File: src/sv/adam_pkg.sv
`default_nettype none
package adam_pkg;
    localparam int ELEMENTS_DEFAULT = 65536;

    localparam int CFG_IDX_W  = 8;
    localparam int CFG_DATA_W = 24;

    localparam logic [CFG_IDX_W-1:0] REG_LEARNING_RATE = 8'd0;
    localparam logic [CFG_IDX_W-1:0] REG_FIRST_DECAY   = 8'd1;
    localparam logic [CFG_IDX_W-1:0] REG_SECOND_DECAY  = 8'd2;
    localparam logic [CFG_IDX_W-1:0] REG_EPSILON       = 8'd3;

    localparam logic [23:0] LEARNING_RATE_RST = 24'd16777;
    localparam logic [15:0] FIRST_DECAY_RST   = 16'd58982;
    localparam logic [15:0] SECOND_DECAY_RST  = 16'd65470;
    localparam logic [15:0] EPSILON_RST       = 16'd43;

    localparam int MAC_OP_W = 34;
    localparam int ACC_W    = 72;

    localparam int DSU_X_W = 80;
    localparam int DSU_R_W = 42;
    localparam int DSU_Q_W = 48;
    localparam int DSU_D_W = 41;
    localparam int DSU_S_W = 6;

    localparam int MEM_W = 80;

    typedef struct packed {
        logic                 clr;
        logic                 en;
        logic                 sh24;
    } mac_ctrl_t;

    typedef struct packed {
        logic                 start;
        logic                 root;
        logic [DSU_S_W-1:0]   steps;
        logic [DSU_R_W-1:0]   rem_init;
        logic [DSU_X_W-1:0]   xs;
        logic [DSU_D_W-1:0]   divisor;
    } dsu_cmd_t;

    typedef struct packed {
        logic                 busy;
        logic                 done;
    } dsu_stat_t;
endpackage
`default_nettype wire

File: src/sv/adam_mac.sv
`default_nettype none
module adam_mac
    import adam_pkg::*;
(
    input  wire logic                       clk,
    input  wire mac_ctrl_t                  ctrl,
    input  wire logic signed [MAC_OP_W-1:0] op_a,
    input  wire logic signed [MAC_OP_W-1:0] op_b,
    output logic signed [ACC_W-1:0]         acc
);
    logic signed [2*MAC_OP_W-1:0] prod;
    logic signed [ACC_W-1:0]      prod_ext;
    logic signed [ACC_W-1:0]      addend;
    logic signed [ACC_W-1:0]      acc_reg;
    logic signed [ACC_W-1:0]      acc_next;

    always_comb
    begin
        prod     = op_a * op_b;
        prod_ext = ACC_W'(prod);
        addend   = ctrl.sh24 ? (prod_ext <<< 24) : prod_ext;
        if (ctrl.en)
        begin
            acc_next = (ctrl.clr ? '0 : acc_reg) + addend;
        end
        else
        begin
            acc_next = acc_reg;
        end
    end

    always_ff @(posedge clk)
    begin
        acc_reg <= acc_next;
    end

    assign acc = acc_reg;
endmodule
`default_nettype wire

File: config.mk
export PLATFORM = sky130hd
export DESIGN_NAME = adam_mac
export DESIGN_NICKNAME = d
export VERILOG_FILES = /design/src/sv/adam_pkg.sv /design/src/sv/adam_mac.sv
export SDC_FILE = /design/constraint.sdc
export NUM_CORES = 2
export LEC_CHECK = 0
export ABC_CLOCK_PERIOD_IN_PS = 19300
export BUFFER_PORTS_ARGS = -buffer_cell sky130_fd_sc_hd__buf_2
export CAP_MARGIN = 20
export CORE_ASPECT_RATIO = 0.7
export CORE_UTILIZATION = 38
export CTS_BUF_LIST = sky130_fd_sc_hd__clkbuf_16
export CTS_CLUSTER_DIAMETER = 80
export DETAILED_ROUTE_END_ITERATION = 10
export PLACE_DENSITY = 0.5
export SLEW_MARGIN = 15
export SYNTH_ARGS = -nofsm -noshare
export SYNTH_HDL_FRONTEND = slang
export SYNTH_SLANG_ARGS = --single-unit
File: constraint.sdc
create_clock -name clk -period 19.3 [get_ports clk]
set_input_delay 2.895 -clock clk [delete_from_list [all_inputs] [get_ports clk]]
set_output_delay 2.895 -clock clk [all_outputs]
set_load 0.01 [all_outputs]
==> key figures <==
Detailed routing
  • Routed wire length: 153 mm
  • Routed wl met3: 13.9 mm
  • Max layer used: met5
  • Post-route DRC: 0
  • Iter 0 DRT Violations: 2820
  • Vias/cell: 5.09
  • Pre-Repair DR Iteration Count: 5
  • Mean routed wirelength per cell: 22.1 um
  • Antenna viol nets, final: 0
  • Via count: 35300
  • WL met1: 80.9 mm
  • Met2 wire length: 57.1 mm

Logic synthesis
  • Largest family of logic cells by synthesized area: adder cells
  • Post-Synth Adder-Cell Area: 58.1%
  • Ys Warns: 0
  • Async SR Flop Fraction: 0%
  • EDFF count, synth: 72
  • Synth Register Bits: 72
  • Compound-gate portion of the synthesized area: 6.71%
  • Area of the mapped netlist: 0.0487 mm2
  • Post-Synth XOR/XNOR Area: 2.62%
  • Simple-Gate Fraction of Synth Area: 16.4%
  • Post-synth cell types: 81
  • Synth Instances: 5343
  • Portion of netlist area occupied by mux cells: 0.195%
  • Top FF cell, synth: edfxtp_1
  • Avg Inst Size Synth: 9.12 um2
  • Syn Nets: 6933
  • Sequential area share after synthesis: 4.44%

Critical path
  • Reg-to-reg slack, setup: 14750 ps
  • Top cell by count, worst path: fa_1
  • Critical R2R Launch: acc[1]
  • Setup CP Type: in2reg
  • Critical path's slowest cell: fa_1
  • R2R cell count: 14
  • End of the worst register-to-register path: acc[69]
  • Crit end category: flop
  • Crit. Startpoint: op_a[22]
  • Worst EP required: 19400 ps
  • Worst setup path end: acc[71]
  • CP max FO: 34
  • Crit path largest cell delay: 690 ps
  • CP Launch Type: primary input
  • Crit path arrival time: 13890 ps

Die
  • Die H: 302 um
  • Initial Utilization: 38.5%
  • IO Count: 144
  • Die outline area: 0.130 mm2
  • Core Rows: 109
  • DIE WIDTH: 430 um
  • Core area: 0.127 mm2

Cells and area
  • Commonest non-fill, non-tap cell in the layout: fa_1
  • Max FFs per register: 72
  • Most frequent cells in the layout: 1242 x fa_1, 1225 x inv_1, 737 x nand2_1
  • Area grow syn2layout: 4.69%
  • Final core occ: 40.3%
  • Share of post-route cells with drive strength above 1: 4.37%
  • Layout Nets: 6848

Min path
  • Hold Startpoint: acc[0]
  • Hold Path Stages: 2
  • Hold Path Class: reg2reg

Clock tree
  • TritonCTS clock tree: built
  • Post_cts resized: 0
  • Htree depth: 3
  • Num Clock Sinks: 72
  • Worst skew pair latency: 360 ps
  • CTS Hold Buffers Added: 0
  • CTS Buffer Depth: 2
  • CTS buffer count: 9
  • # Post-CTS Setup Buffers: 0
  • Root Buffer: clkbuf_16
  • Clk slew on worst S/H paths: 60 ps

Timing
  • Final Hold Vio Count: 0
  • Slew headroom: 27.6%
  • RSZ-0062 raised after global routing: false
  • Post-route setup TNS: 0 ps
  • Fin crit share: 71.5%
  • Final worst setup slack: 5510 ps
  • Clock skew: 9.30 ps
  • Worst-margin pin slew: 1090 ps
  • Slew Limit Fails: 0
  • Hold_ws: 708 ps
  • Fmax: 72.5 MHz
  • Final Setup Violations: 0
  • Min Tclk post-route: 13790 ps

Status
  • Status: finished, final reports clean

Global routing
  • Pin count of the biggest net entering global routing: 73
  • All-Layer GR Usage: 24.8%
  • First-pass GRT wire length: 243 mm
  • Number of global-route vias before repair: 37200
  • GRT Residual Overflow: 0
  • Initial antenna violation count: 5

Placed design
  • DP Wirelength: 126 mm
  • Placer Congestion: 0.885
  • Number of port buffers: 143
  • Pre-CTS setup slack: 5340 ps

Job
  • Max Cap Viol: 0
==> cells in the mapped netlist, drive strengths merged (3+ instances only) <==
| cell type | number | area (um2) |
|---|---|---|
| fa | 1242 | 24900 |
| inv | 1223 | 4590 |
| nand2 | 737 | 2770 |
| and2 | 530 | 3320 |
| ha | 276 | 3450 |
| clkbuf | 260 | 977 |
| a21oi | 163 | 838 |
| nor2 | 105 | 394 |
| xnor2 | 102 | 893 |
| o21ai | 96 | 492 |
| nor2b | 95 | 602 |
| edfxtp | 72 | 2160 |
| a21o | 67 | 503 |
| xor2 | 44 | 385 |
| nand4 | 39 | 244 |
| o21bai | 30 | 225 |
| nand3 | 26 | 130 |
| nor3 | 23 | 115 |
| and3 | 21 | 131 |
| nand2b | 19 | 119 |
| a31oi | 17 | 113 |
| o21a | 15 | 114 |
| buf | 14 | 72.6 |
| a211oi | 13 | 108 |
| o31ai | 12 | 118 |
| a21boi | 9 | 82.6 |
| o211ai | 8 | 70.1 |
| a211o | 6 | 52.6 |
| nor4 | 6 | 37.5 |
| mux2i | 5 | 50.1 |
| o221ai | 5 | 43.8 |
| a221o | 4 | 40.0 |
| a311oi | 4 | 35.0 |
| mux2 | 4 | 45.0 |
| o221a | 4 | 53.8 |
| o41ai | 4 | 61.3 |
| or3 | 4 | 25.0 |
| a2111oi | 3 | 57.6 |
| a221oi | 3 | 32.5 |
| a41o | 3 | 30.0 |
| a41oi | 3 | 45.1 |
| o311ai | 3 | 33.8 |
| or4 | 3 | 22.5 |
==> worst min path at each step <==
stage,to,slack (ps)
floorplan,acc[0],730
global placement,acc[0],690
detailed placement,acc[0],690
CTS,acc[0],720
global route,acc[0],760
finish,acc[0],710
==> layer usage <==
layer / track usage (%) / vias to the layer above
li1: - / 15600
met1: 42.1 / 18400
met2: 31.8 / 1228
met3: 5.37 / 72
met4: 2.75 / 4
met5: 0 / -
==> worst max-delay path: cells and delay by family <==
family                     cells  cell delay [ps]
AOI/OAI and AO/OA              9             2680
xor gates and xnor gates       2              320
adders and majority gates     10             5220
buffers and inverters          5              930
and+or+nand+nor                9             1780
==> area by class of cell <==
| class | count | area, um2 |
|---|---|---|
| Clock buffer | 9 | 225 |
| Fill cell | 12800 | 75700 |
| Multi-Input combinational cell | 3773 | 40900 |
| Antenna cell | 8 | 20.0 |
| Timing Repair Buffer | 178 | 978 |
| Sequential cell | 72 | 2160 |
| Tap cell | 1665 | 2080 |
| Clock inverter | 6 | 30.0 |
| Inverter | 1224 | 4590 |
==> logic make-up (layout without fill, tap and decap cells) <==
family                     after synthesis  after routing
muxes                                    9              9
AOI/OAI and AO/OA                      486            486
adders and majority gates             1518           1518
buffers and inverters                 1498           1417
and+or+nand+nor                       1614           1614
other                                    0              8
xor gates and xnor gates               146            146
DFF                                     72             72
==> stage by stage <==
stage	instance area, um2	cells
floorplan	48700	5343
global route	51000	6928
detailed placement	50700	6912
global placement	50700	6912
finish	51000	6935
CTS	51000	6927
Power is left out: the tool's default activity adds up to more than one toggle a clock period on the data nets, which glitch-free logic cannot reach.
