<file path="src/sv/adam_pkg.sv">
`default_nettype none
package adam_pkg;
    localparam int ELEMENTS_DEFAULT = 65536;

    localparam int CFG_IDX_W  = 8;
    localparam int CFG_DATA_W = 24;

    localparam logic [CFG_IDX_W-1:0] REG_LEARNING_RATE = 8'd0;
    localparam logic [CFG_IDX_W-1:0] REG_FIRST_DECAY   = 8'd1;
    localparam logic [CFG_IDX_W-1:0] REG_SECOND_DECAY  = 8'd2;
    localparam logic [CFG_IDX_W-1:0] REG_EPSILON       = 8'd3;

    localparam logic [23:0] LEARNING_RATE_RST = 24'd16777;
    localparam logic [15:0] FIRST_DECAY_RST   = 16'd58982;
    localparam logic [15:0] SECOND_DECAY_RST  = 16'd65470;
    localparam logic [15:0] EPSILON_RST       = 16'd43;

    localparam int MAC_OP_W = 34;
    localparam int ACC_W    = 72;

    localparam int DSU_X_W = 80;
    localparam int DSU_R_W = 42;
    localparam int DSU_Q_W = 48;
    localparam int DSU_D_W = 41;
    localparam int DSU_S_W = 6;

    localparam int MEM_W = 80;

    typedef struct packed {
        logic                 clr;
        logic                 en;
        logic                 sh24;
    } mac_ctrl_t;

    typedef struct packed {
        logic                 start;
        logic                 root;
        logic [DSU_S_W-1:0]   steps;
        logic [DSU_R_W-1:0]   rem_init;
        logic [DSU_X_W-1:0]   xs;
        logic [DSU_D_W-1:0]   divisor;
    } dsu_cmd_t;

    typedef struct packed {
        logic                 busy;
        logic                 done;
    } dsu_stat_t;
endpackage
`default_nettype wire

</file>
<file path="src/sv/adam_dsu.sv">
`default_nettype none
module adam_dsu
    import adam_pkg::*;
(
    input  wire logic                 clk,
    input  wire logic                 rst_n,
    input  wire dsu_cmd_t             cmd,
    output dsu_stat_t                 stat,
    output logic [DSU_Q_W-1:0]        quotient,
    output logic [DSU_R_W-1:0]        remainder
);
    logic                 busy_reg;
    logic                 done_reg;
    logic [DSU_S_W-1:0]   cnt_reg;
    logic                 root_reg;
    logic [DSU_R_W-1:0]   rem_reg;
    logic [DSU_X_W-1:0]   xs_reg;
    logic [DSU_D_W-1:0]   d_reg;
    logic [DSU_Q_W-1:0]   q_reg;

    logic [DSU_R_W-1:0]   shifted;
    logic [DSU_R_W-1:0]   trial;
    logic                 ge;

    always_comb
    begin
        if (root_reg)
        begin
            shifted = {rem_reg[DSU_R_W-3:0], xs_reg[DSU_X_W-1 -: 2]};
            trial   = {q_reg[DSU_R_W-3:0], 2'b01};
        end
        else
        begin
            shifted = {rem_reg[DSU_R_W-2:0], xs_reg[DSU_X_W-1]};
            trial   = DSU_R_W'(d_reg);
        end
        ge = (shifted >= trial);
    end

    always_ff @(posedge clk or negedge rst_n)
    begin
        if (!rst_n)
        begin
            busy_reg <= 1'b0;
            done_reg <= 1'b0;
            cnt_reg  <= '0;
        end
        else if (cmd.start)
        begin
            busy_reg <= 1'b1;
            done_reg <= 1'b0;
            cnt_reg  <= cmd.steps;
        end
        else if (busy_reg)
        begin
            cnt_reg <= cnt_reg - DSU_S_W'(1);
            if (cnt_reg == DSU_S_W'(1))
            begin
                busy_reg <= 1'b0;
                done_reg <= 1'b1;
            end
        end
        else
        begin
            done_reg <= 1'b0;
        end
    end

    always_ff @(posedge clk)
    begin
        if (cmd.start)
        begin
            root_reg <= cmd.root;
            rem_reg  <= cmd.rem_init;
            xs_reg   <= cmd.xs;
            d_reg    <= cmd.divisor;
            q_reg    <= '0;
        end
        else if (busy_reg)
        begin
            rem_reg <= ge ? (shifted - trial) : shifted;
            q_reg   <= {q_reg[DSU_Q_W-2:0], ge};
            xs_reg  <= root_reg ? (xs_reg << 2) : (xs_reg << 1);
        end
    end

    assign stat.busy = busy_reg;
    assign stat.done = done_reg;
    assign quotient  = q_reg;
    assign remainder = rem_reg;
endmodule
`default_nettype wire

</file>
<file path="config.mk">
export PLATFORM = sky130hd
export DESIGN_NAME = adam_dsu
export DESIGN_NICKNAME = d
export VERILOG_FILES = /design/src/sv/adam_pkg.sv /design/src/sv/adam_dsu.sv
export SDC_FILE = /design/constraint.sdc
export NUM_CORES = 1
export LEC_CHECK = 0
export BUFFER_PORTS_ARGS = -buffer_cell sky130_fd_sc_hd__buf_2
export CAP_MARGIN = 20
export CORE_AREA = 4 4 160 162
export CTS_CLUSTER_DIAMETER = 100
export CTS_CLUSTER_SIZE = 10
export DETAILED_ROUTE_END_ITERATION = 16
export DIE_AREA = 0 0 164 166
export GPL_ROUTABILITY_DRIVEN = 0
export PLACE_DENSITY = 0.8
export SETUP_SLACK_MARGIN = 0.3
export SKIP_LAST_GASP = 1
export SLEW_MARGIN = 40
export SYNTH_ARGS = -nofsm -noshare
export SYNTH_HDL_FRONTEND = slang
export SYNTH_SLANG_ARGS = --single-unit
</file>
<file path="constraint.sdc">
create_clock -name clk -period 11.1 [get_ports clk]
set_clock_uncertainty 0.05 [all_clocks]
set_input_delay 1.11 -clock clk [delete_from_list [all_inputs] [get_ports clk]]
set_output_delay 1.11 -clock clk [all_outputs]
set_load 0.02 [all_outputs]
</file>
==> impl_metrics.ini, run 1 <==
[outcome]
outcome = finished clean

[synthesis]
syn-cell-area_um2 = 13200
synth_edf_count = 164
syn_nets = 1492
synth_seq_cells = 220
syn_avg_cell_area_um2 = 10.3
async_flop_share_pct = 3.64
ys_types = 72
ys_warn_count = 0
synth_ff_type = edfxtp_1
syn_inst = 1274
seq_area_frac_synth_pct = 46.2

[cells_and_area]
instances_no_fill = 1829
diodes = 0
nets = 1704
layout-drive-gt1-share_pct = 24.6
area_growth_pct = 16.2
nFillCells = 2025
largest_reg_flops = 80

[drt]
antenna_left = 0
wl_per_cell_um = 19.0
dr.first_iter.drc_count = 1000
wirelength_um = 34800
via_count = 10700
first_pass_iters = 6
drc = 0
viasPerCell = 5.82

[clock_tree]
cts_setup_buffers = 0
clockRootBuffer = clkbuf_16
clockBufferDepth = 3
cts-resized-gates = 0
numCtsBuffers = 25
clkSinkCount = 220
cts_tree = done
ctsHtreeMaxLevel = 1
clock_latency_ns = 0.53
postCtsHoldBufs = 0
path_clk_slew_ns = 0.06

[die]
core_area_um2 = 24100
initial_core_util_pct = 54.6
pin_count = 265
die_x_um = 164
dieArea_um2 = 27200
die_height_um = 166
rows = 57

[global_route]
antenna_found_initial = 2
grt_first_pass_wirelength_um = 54600
grt_pass1_vias = 10200
grt_max_degree = 116
grt_usage_pct = 24.6
grt-ovfl-total = 0

[setup_path]
start_kind = flop
regToRegSetupSlack_ns = 6.37
required_ns = 11.33
crit_family = multiplexers
worstSetupEndpointType = flop
worstPathMaxFanout = 105
timing.critical_path.mode_cell = mux2_4
critical_path_class = flop to flop
crit_path_max_incr_delay_ns = 0.52
cp_cell_sequence = buf_12 > mux2_2 > ha_1 > nand4_1 > nor3_1 > a31o_2 > a221oi_2 > o21bai_2 > or2_1 > buf_4 > mux2_4 > mux2_4
worst-path-buf-inv = 2
crit_path_top_delay_cell = nor3_1
worstPathArrival_ns = 4.96

[job]
cap_violations = 0

[sta]
worstMarginPinSlew_ns = 0.763
hold_ws_ns = 0.371
fmax_mhz = 211
max-slew-margin-rel_pct = 49.0
rsz0062_at_grt = no
hold_violations = 0
finalCriticalPeriod_ns = 4.73
slew_violations = 0
setup_tns_ns = 0
timing.final.crit_share_pct = 42.6
setup_viol = 0
setup_slack_ns = 6.37

[worst_hold_path]
hold_path.class = input port to async pin

[placement]
port_buffers = 264
post-place-ws_ns = 6.44
dp_cells = 1783
dpl.hpwl_um = 25200

[power]
p_per_area_nw_per_um2 = 254
irDropWorstVdd_v = 0.000125
p_leak_uw = 0.00697
[area by class of cell]
type                            count  area (µm²)  share of cell area [%]
Timing Repair Buffer              273        1430                    9.35
Tap cell                          324         405                    2.65
Sequential cell                   220        6090                    39.8
Inverter                           17        63.8                   0.417
Multi-Input combinational cell    949        6610                    43.2
Clock inverter                      1        8.76                  0.0572
Clock buffer                       45         701                    4.58
[cell families after synthesis]
group                    share of synthesized area [%]
AO/OA/AOI/OAI                                     13.8
XOR/XNOR                                          2.46
adder cells (fa/ha/maj)                           4.33
buffers and inverters                             3.65
flip-flops                                        46.2
multiplexers                                      18.7
AND/OR/NAND/NOR                                   10.8
[per-layer routing]
| metal | vias up | wire, µm | track usage [%] |
|---|---|---|---|
| li1 | 5091 | - | - |
| met4 | 4 | 1280 | 8.39 |
| met3 | 93 | 3240 | 5.09 |
| met5 | - | 27 | 0 |
| met1 | 4953 | 14900 | 34.7 |
| met2 | 510 | 15300 | 37.8 |
[worst paths after layout]
| check | start | to | depth (start not counted) |
|---|---|---|---|
| setup / recovery | root_reg$_DFFE_PP_ | remainder[10]$_DFFE_PP_ | 12 |
| hold / removal | rst_n | busy_reg$_DFF_PN0_ | 1 |
| setup reg to reg | root_reg$_DFFE_PP_ | remainder[10]$_DFFE_PP_ | 12 |
| hold reg to reg | quotient[47]$_SDFFE_PP0P_ | quotient[47]$_SDFFE_PP0P_ | 2 |
| max in group asynchronous | rst_n | busy_reg$_DFF_PN0_ | 1 |
| min in group clk | quotient[47]$_SDFFE_PP0P_ | quotient[47]$_SDFFE_PP0P_ | 2 |
[through the flow]
| stage | power, µW | instance area (µm²) | utilization (%) |
|---|---|---|---|
| 3_5_place_dp | 3120 | 14600 | 60.5 |
| 3_3_place_gp | 3090 | 14600 | 60.5 |
| 2_1_floorplan | 2650 | 13200 | - |
| 6_report | 3890 | 15300 | 63.5 |
| 5_1_grt | 4130 | 15300 | 63.5 |
| 4_1_cts | 3870 | 15300 | 63.5 |
[placed cells by master (no fill, tap or decap), drive strengths merged, types with 4 or more instances in the layout]
master  synthesis  final
inv            17     17
dfrtp           8      8
nand2         156    156
nor3           14     14
xnor2          27     27
mux2i         185    185
and3            5      5
edfxtp        164    164
a211oi          8      8
or2             7      7
nand4          12     12
ha             44     44
and2            5      5
a21boi          5      5
nand3          12     12
clkbuf         41     47
nor2b           4      4
a21oi          70     70
xor2           10     10
a21o           23     23
dfxtp          48     48
buf            47    271
a31oi          10     10
o211ai         13     13
o21ai         133    133
nor2          101    101
o21a            6      6
mux2           52     52
o21bai          6      6
[cell usage after synthesis (all sizes together), types with 4 or more instances]
master / n / area share (%)
dfrtp: 8 / 1.5
a21boi: 5 / 0.31
nor3: 14 / 0.57
inv: 17 / 0.48
and2: 5 / 0.25
dfxtp: 48 / 7.3
a211oi: 8 / 0.46
a21oi: 70 / 2.9
nand4: 12 / 0.57
nor2b: 4 / 0.19
edfxtp: 164 / 37
nand3: 12 / 0.46
buf: 47 / 2.0
o211ai: 13 / 0.78
and3: 5 / 0.24
a21o: 23 / 1.3
nor2: 101 / 2.9
xnor2: 27 / 1.8
mux2i: 185 / 14
xor2: 10 / 0.66
ha: 44 / 4.2
o21ai: 133 / 5.1
a31oi: 10 / 0.47
mux2: 52 / 4.7
clkbuf: 41 / 1.2
o21bai: 6 / 0.37
o21a: 6 / 0.34
or2: 7 / 0.33
nand2: 156 / 4.5
[power breakdown]
group	switching, µW	internal, µW	leakage, µW
Clock	321	422	0.000336
Sequential	110	1070	0.00221
Combinational	1170	805	0.00442
No activity file was read; power rests on OpenSTA's default activity.
==> run 2: changes to the inputs <==
- clock period: 11.1 -> 5 ns (I/O delays scaled with it)
==> run 2 against run 1 <==
Final cell count rose by 0.60%. Sequential share of layout area shrank 0.29 points. Highest routed layer unchanged. Largest power group unchanged. Critical path type unchanged. Wire length grew 0.42%. Global-route usage is essentially flat. Largest cell class unchanged. Sequential power increased by 120%. Register-to-register slack worse by 5.8 ns.
==> impl_metrics.ini, run 2 (synthesized netlist as in run 1, its figures left out) <==
[power]
p_seq_share_pct = 30.2
p_leak_uw = 0.00704
sw_frac_of_total_pct = 40.8
power_switching_uw = 3530
p_int_uw = 5120
irDropWorstVdd_v = 0.000258
combinationalPowerShare_pct = 51.1
pwr-share-clk_pct = 18.8
p_per_area_nw_per_um2 = 561

[setup_path]
worstSetupEndpointType = flop
crit_family = multiplexers
regToRegSetupSlack_ns = 0.60
worstPathArrival_ns = 4.63
r2r-end = remainder[10]$_DFFE_PP_
worst-path-buf-inv = 3
cp_cell_sequence = buf_12 > mux2_2 > ha_1 > a21oi_1 > a211oi_1 > nor2b_1 > a31o_1 > a311oi_4 > buf_4 > or2_1 > buf_4 > mux2_4 > mux2_4
required_ns = 5.23
r2r_cells = 13
start_kind = flop
worstPathMaxFanout = 48
crit_path_top_delay_cell = edfxtp_1
r2r-start = root_reg$_DFFE_PP_
critical_path_class = flop to flop
crit_path_max_incr_delay_ns = 0.63

[cells_and_area]
mostFrequentLayoutCell = buf_2
layout_common_cells = buf_2, mux2i_1, edfxtp_1
largest_reg_flops = 80
area_growth_pct = 17.0
layout-drive-gt1-share_pct = 25.3
nets = 1717

[sta]
max-slew-margin-rel_pct = 48.8
fmax_mhz = 227
timing.final.crit_share_pct = 88.0
hold_violations = 0
worstMarginPinSlew_ns = 0.768
setup_viol = 0
slew_violations = 0
hold_ws_ns = 0.0994
rsz0062_at_grt = no
setup_tns_ns = 0
finalCriticalPeriod_ns = 4.40

[placement]
dpl.hpwl_um = 25900
port_buffers = 264

[clock_tree]
path_clk_slew_ns = 0.07
numCtsBuffers = 25
clkSinkCount = 220
clock_latency_ns = 0.53
cts_setup_buffers = 0
clockBufferDepth = 3
clockRootBuffer = clkbuf_16
ctsHtreeMaxLevel = 1
cts_tree = done

[global_route]
antenna_found_initial = 3
grt_pass1_vias = 10400
grt_usage_pct = 24.5
grt_max_degree = 96
grt_first_pass_wirelength_um = 54500
grt-ovfl-total = 0

[die]
initial_core_util_pct = 54.6
die_x_um = 164
rows = 57
dieArea_um2 = 27200
core_area_um2 = 24100
pin_count = 265
die_height_um = 166

[drt]
first_pass_iters = 7
dr.first_iter.drc_count = 1030
antenna_left = 0
drc = 0
via_count = 10700
wirelength_um = 35000
viasPerCell = 5.83
wl_per_cell_um = 19.0

[worst_hold_path]
min_path_cells = 1
hp-start = cmd[3]
hold_path.class = input port to flop
whs_endpoint = d_reg[3]$_DFFE_PP_

[outcome]
outcome = finished clean

[job]
cap_violations = 0
[run 2: how the worst max path moves through the flow]
stage | endpoint | start | slack, ns | cells past startpoint
after global routing | remainder[10]$_DFFE_PP_ | root_reg$_DFFE_PP_ | 0.37 | 13
after floorplan | remainder[10]$_DFFE_PP_ | root_reg$_DFFE_PP_ | 0.41 | 18
final | remainder[10]$_DFFE_PP_ | root_reg$_DFFE_PP_ | 0.60 | 13
after global placement | remainder[12]$_DFFE_PP_ | root_reg$_DFFE_PP_ | 0.70 | 12
after detailed placement | remainder[10]$_DFFE_PP_ | root_reg$_DFFE_PP_ | 0.64 | 12
after CTS | remainder[10]$_DFFE_PP_ | root_reg$_DFFE_PP_ | 0.61 | 12
[run 2: area by class of cell]
| cell class | count | area (µm²) |
|---|---|---|
| well taps | 324 | 405 |
| inverters | 17 | 63.8 |
| fillers | 1938 | 8690 |
| multi-input cells | 949 | 6610 |
| clock inverters | 1 | 8.76 |
| diodes | 1 | 2.50 |
| clock buffers | 42 | 689 |
| flip-flops and latches | 220 | 6090 |
| repair buffers | 286 | 1550 |
[run 2: stage by stage]
step	util, %	worst slack, ns	cells	cell area [µm²]	power, µW
5_1_grt	64.0	0.373	1840	15400	9180
4_1_cts	63.9	0.608	1839	15400	8600
3_5_place_dp	61.0	0.640	1795	14700	6940
2_1_floorplan	-	0.409	1274	13200	5880
6_report	64.0	0.602	1840	15400	8650
3_3_place_gp	60.8	0.698	1793	14600	6860
[run 2: routing by layer]
metal	up-vias	share of wire (%)	routed length (µm)	global-route usage (%)
met4	4	3.7	1290	9.19
li1	5126	-	-	-
met1	5011	43	15200	34.7
met5	-	0.077	27	0
met2	499	44	15400	37.6
met3	85	8.6	3010	4.69
[run 2: what timing repair did]
action / 4_1_cts / 5_1_grt
resized for setup: 0 / 1
hold buffers: 1 / 0
endpoints found under the hold margin: 8 / 0
endpoints found under the setup margin: 0 / 1
[run 2: power by group through the flow]
stage | clock, µW | sequential, µW | combinational, µW
floorplan | 0 | 2790 | 3090
global placement | 0 | 2630 | 4230
detailed placement | 0 | 2640 | 4300
CTS | 1660 | 2600 | 4340
global route | 1740 | 2640 | 4790
finish | 1620 | 2610 | 4420
==> run 3: changes to the inputs <==
- PLACE_DENSITY: 0.8 -> 0.86
- TNS_END_PERCENT: not set -> 10
==> run 3 against run 2 <==
Die area is the same. Count of clock-buffer cells in the layout up 3. First-iteration DRC count decreased by 8.5%. Sequential power is essentially flat. Setup slack got worse by 0.071 ns. Hold slack better by 0.0013 ns. Core utilization decreased by 0.22 points. Wire length increased by 0.44%. Critical path depth is 1 lower. Maximum frequency down 1.6%. Highest routed layer unchanged.
==> impl_metrics.ini, run 3 (synthesized netlist as in run 1, its figures left out) <==
[clock_tree]
clkSinkCount = 220
clockBufferDepth = 3
path_clk_slew_ns = 0.06
cts_setup_buffers = 0
ctsHtreeMaxLevel = 1
cts-resized-gates = 0
clockRootBuffer = clkbuf_16
numCtsBuffers = 25
clock_latency_ns = 0.52
cts_tree = done

[drt]
wirelength_um = 35100
drc = 0
viasPerCell = 5.90
dr.first_iter.drc_count = 942
wl_per_cell_um = 19.2
first_pass_iters = 8
via_count = 10800
antenna_left = 0

[sta]
fmax_mhz = 224
timing.final.crit_share_pct = 89.4
slew_violations = 0
setup_tns_ns = 0
worstMarginPinSlew_ns = 0.849
setup_viol = 0
hold_violations = 0
rsz0062_at_grt = no
finalCriticalPeriod_ns = 4.47
max-slew-margin-rel_pct = 43.4

[setup_path]
regToRegSetupSlack_ns = 0.53
worst-path-buf-inv = 2
start_kind = flop
required_ns = 5.22
crit_end = remainder[10]$_DFFE_PP_
crit_path_max_incr_delay_ns = 0.56
cp_cell_sequence = buf_12 > mux2_2 > ha_1 > nand4_1 > nor3_1 > a31o_2 > a221oi_2 > o21bai_2 > or2_1 > buf_12 > mux2_4 > mux2_4
worstPathArrival_ns = 4.69
crit_family = simple AND/OR/NAND/NOR gates
crit_cells = 12
r2r-start = root_reg$_DFFE_PP_
critical_path_class = flop to flop
r2r-end = remainder[10]$_DFFE_PP_
worstSetupEndpointType = flop
worstPathMaxFanout = 46
crit_path_top_delay_cell = nor3_1
crit_path_start = root_reg$_DFFE_PP_
r2r_cells = 12

[die]
die_x_um = 164
initial_core_util_pct = 54.6
pin_count = 265
die_height_um = 166
dieArea_um2 = 27200
rows = 57
core_area_um2 = 24100

[cells_and_area]
largest_reg_flops = 80
layout-drive-gt1-share_pct = 24.8
instances_no_fill = 1833
layout_common_cells = buf_2, mux2i_1, edfxtp_1
area_growth_pct = 16.6
diodes = 0
nets = 1708
mostFrequentLayoutCell = buf_2
nFillCells = 1933

[global_route]
grt_first_pass_wirelength_um = 53900
grt_max_degree = 141
grt-ovfl-total = 0
antenna_found_initial = 1
grt_usage_pct = 24.4
grt_pass1_vias = 10300

[power]
p_per_area_nw_per_um2 = 566
p_leak_uw = 0.00700
irDropWorstVdd_v = 0.000290

[placement]
dp_cells = 1785
port_buffers = 264
dpl.hpwl_um = 25800

[job]
cap_violations = 0

[worst_hold_path]
hold_path.class = input port to flop

[outcome]
outcome = finished clean
==> run 3: metrics by stage <==
| stage | total power [µW] | hold WS, ns | util, % | area, µm² | setup slack (ns) |
|---|---|---|---|---|---|
| after floorplan | 5880 | 0.154 | - | 13200 | 0.409 |
| after global placement | 6840 | 0.297 | 60.6 | 14600 | 0.749 |
| after detailed placement | 6950 | 0.300 | 60.6 | 14600 | 0.545 |
| after CTS | 8610 | 0.0840 | 63.6 | 15300 | 0.521 |
| after global routing | 9160 | 0.0899 | 63.7 | 15400 | 0.386 |
| final | 8700 | 0.101 | 63.7 | 15400 | 0.531 |
==> run 3: worst min-delay path by stage <==
stage | from | end | slack, ns | cells past startpoint
floorplan | rst_n | busy_reg$_DFF_PN0_ | 0.15 | 0
detailed placement | rst_n | cnt_reg[0]$_DFFE_PN0P_ | 0.30 | 1
global placement | rst_n | done_reg$_DFFE_PN0P_ | 0.30 | 1
CTS | cmd[0] | d_reg[0]$_DFFE_PP_ | 0.08 | 1
finish | cmd[0] | d_reg[0]$_DFFE_PP_ | 0.10 | 1
global route | cmd[5] | d_reg[5]$_DFFE_PP_ | 0.09 | 1
==> run 3: final cells by class <==
cell class                      count  area, µm²  share of cell area (%)
Clock buffer                       45        701                    4.56
Timing Repair Buffer              277       1490                    9.68
Sequential cell                   220       6090                    39.6
Tap cell                          324        405                    2.64
Inverter                           17       63.8                   0.415
Multi-Input combinational cell    949       6610                    43.0
Clock inverter                      1       8.76                  0.0570
==> run 3: power breakdown <==
group	internal [µW]	total (µW)	switching, µW
logic	1810	4440	2630
registers	2380	2630	256
clock network	938	1630	690
total	5120	8700	3580
==> run 3: repair_timing <==
item / CTS / global route
endpoints found under the hold margin: 8 / 0
setup endpoints to repair: 0 / 0
hold buffers: 1 / 0
==> run 3: layer usage <==
metal	vias to the layer above	share of wire, %	global-route usage (%)
met5	-	0.048	0
met3	113	9.7	5.21
met1	5027	41	33.2
li1	5088	-	-
met2	581	45	38.5
met4	2	4.1	8.90
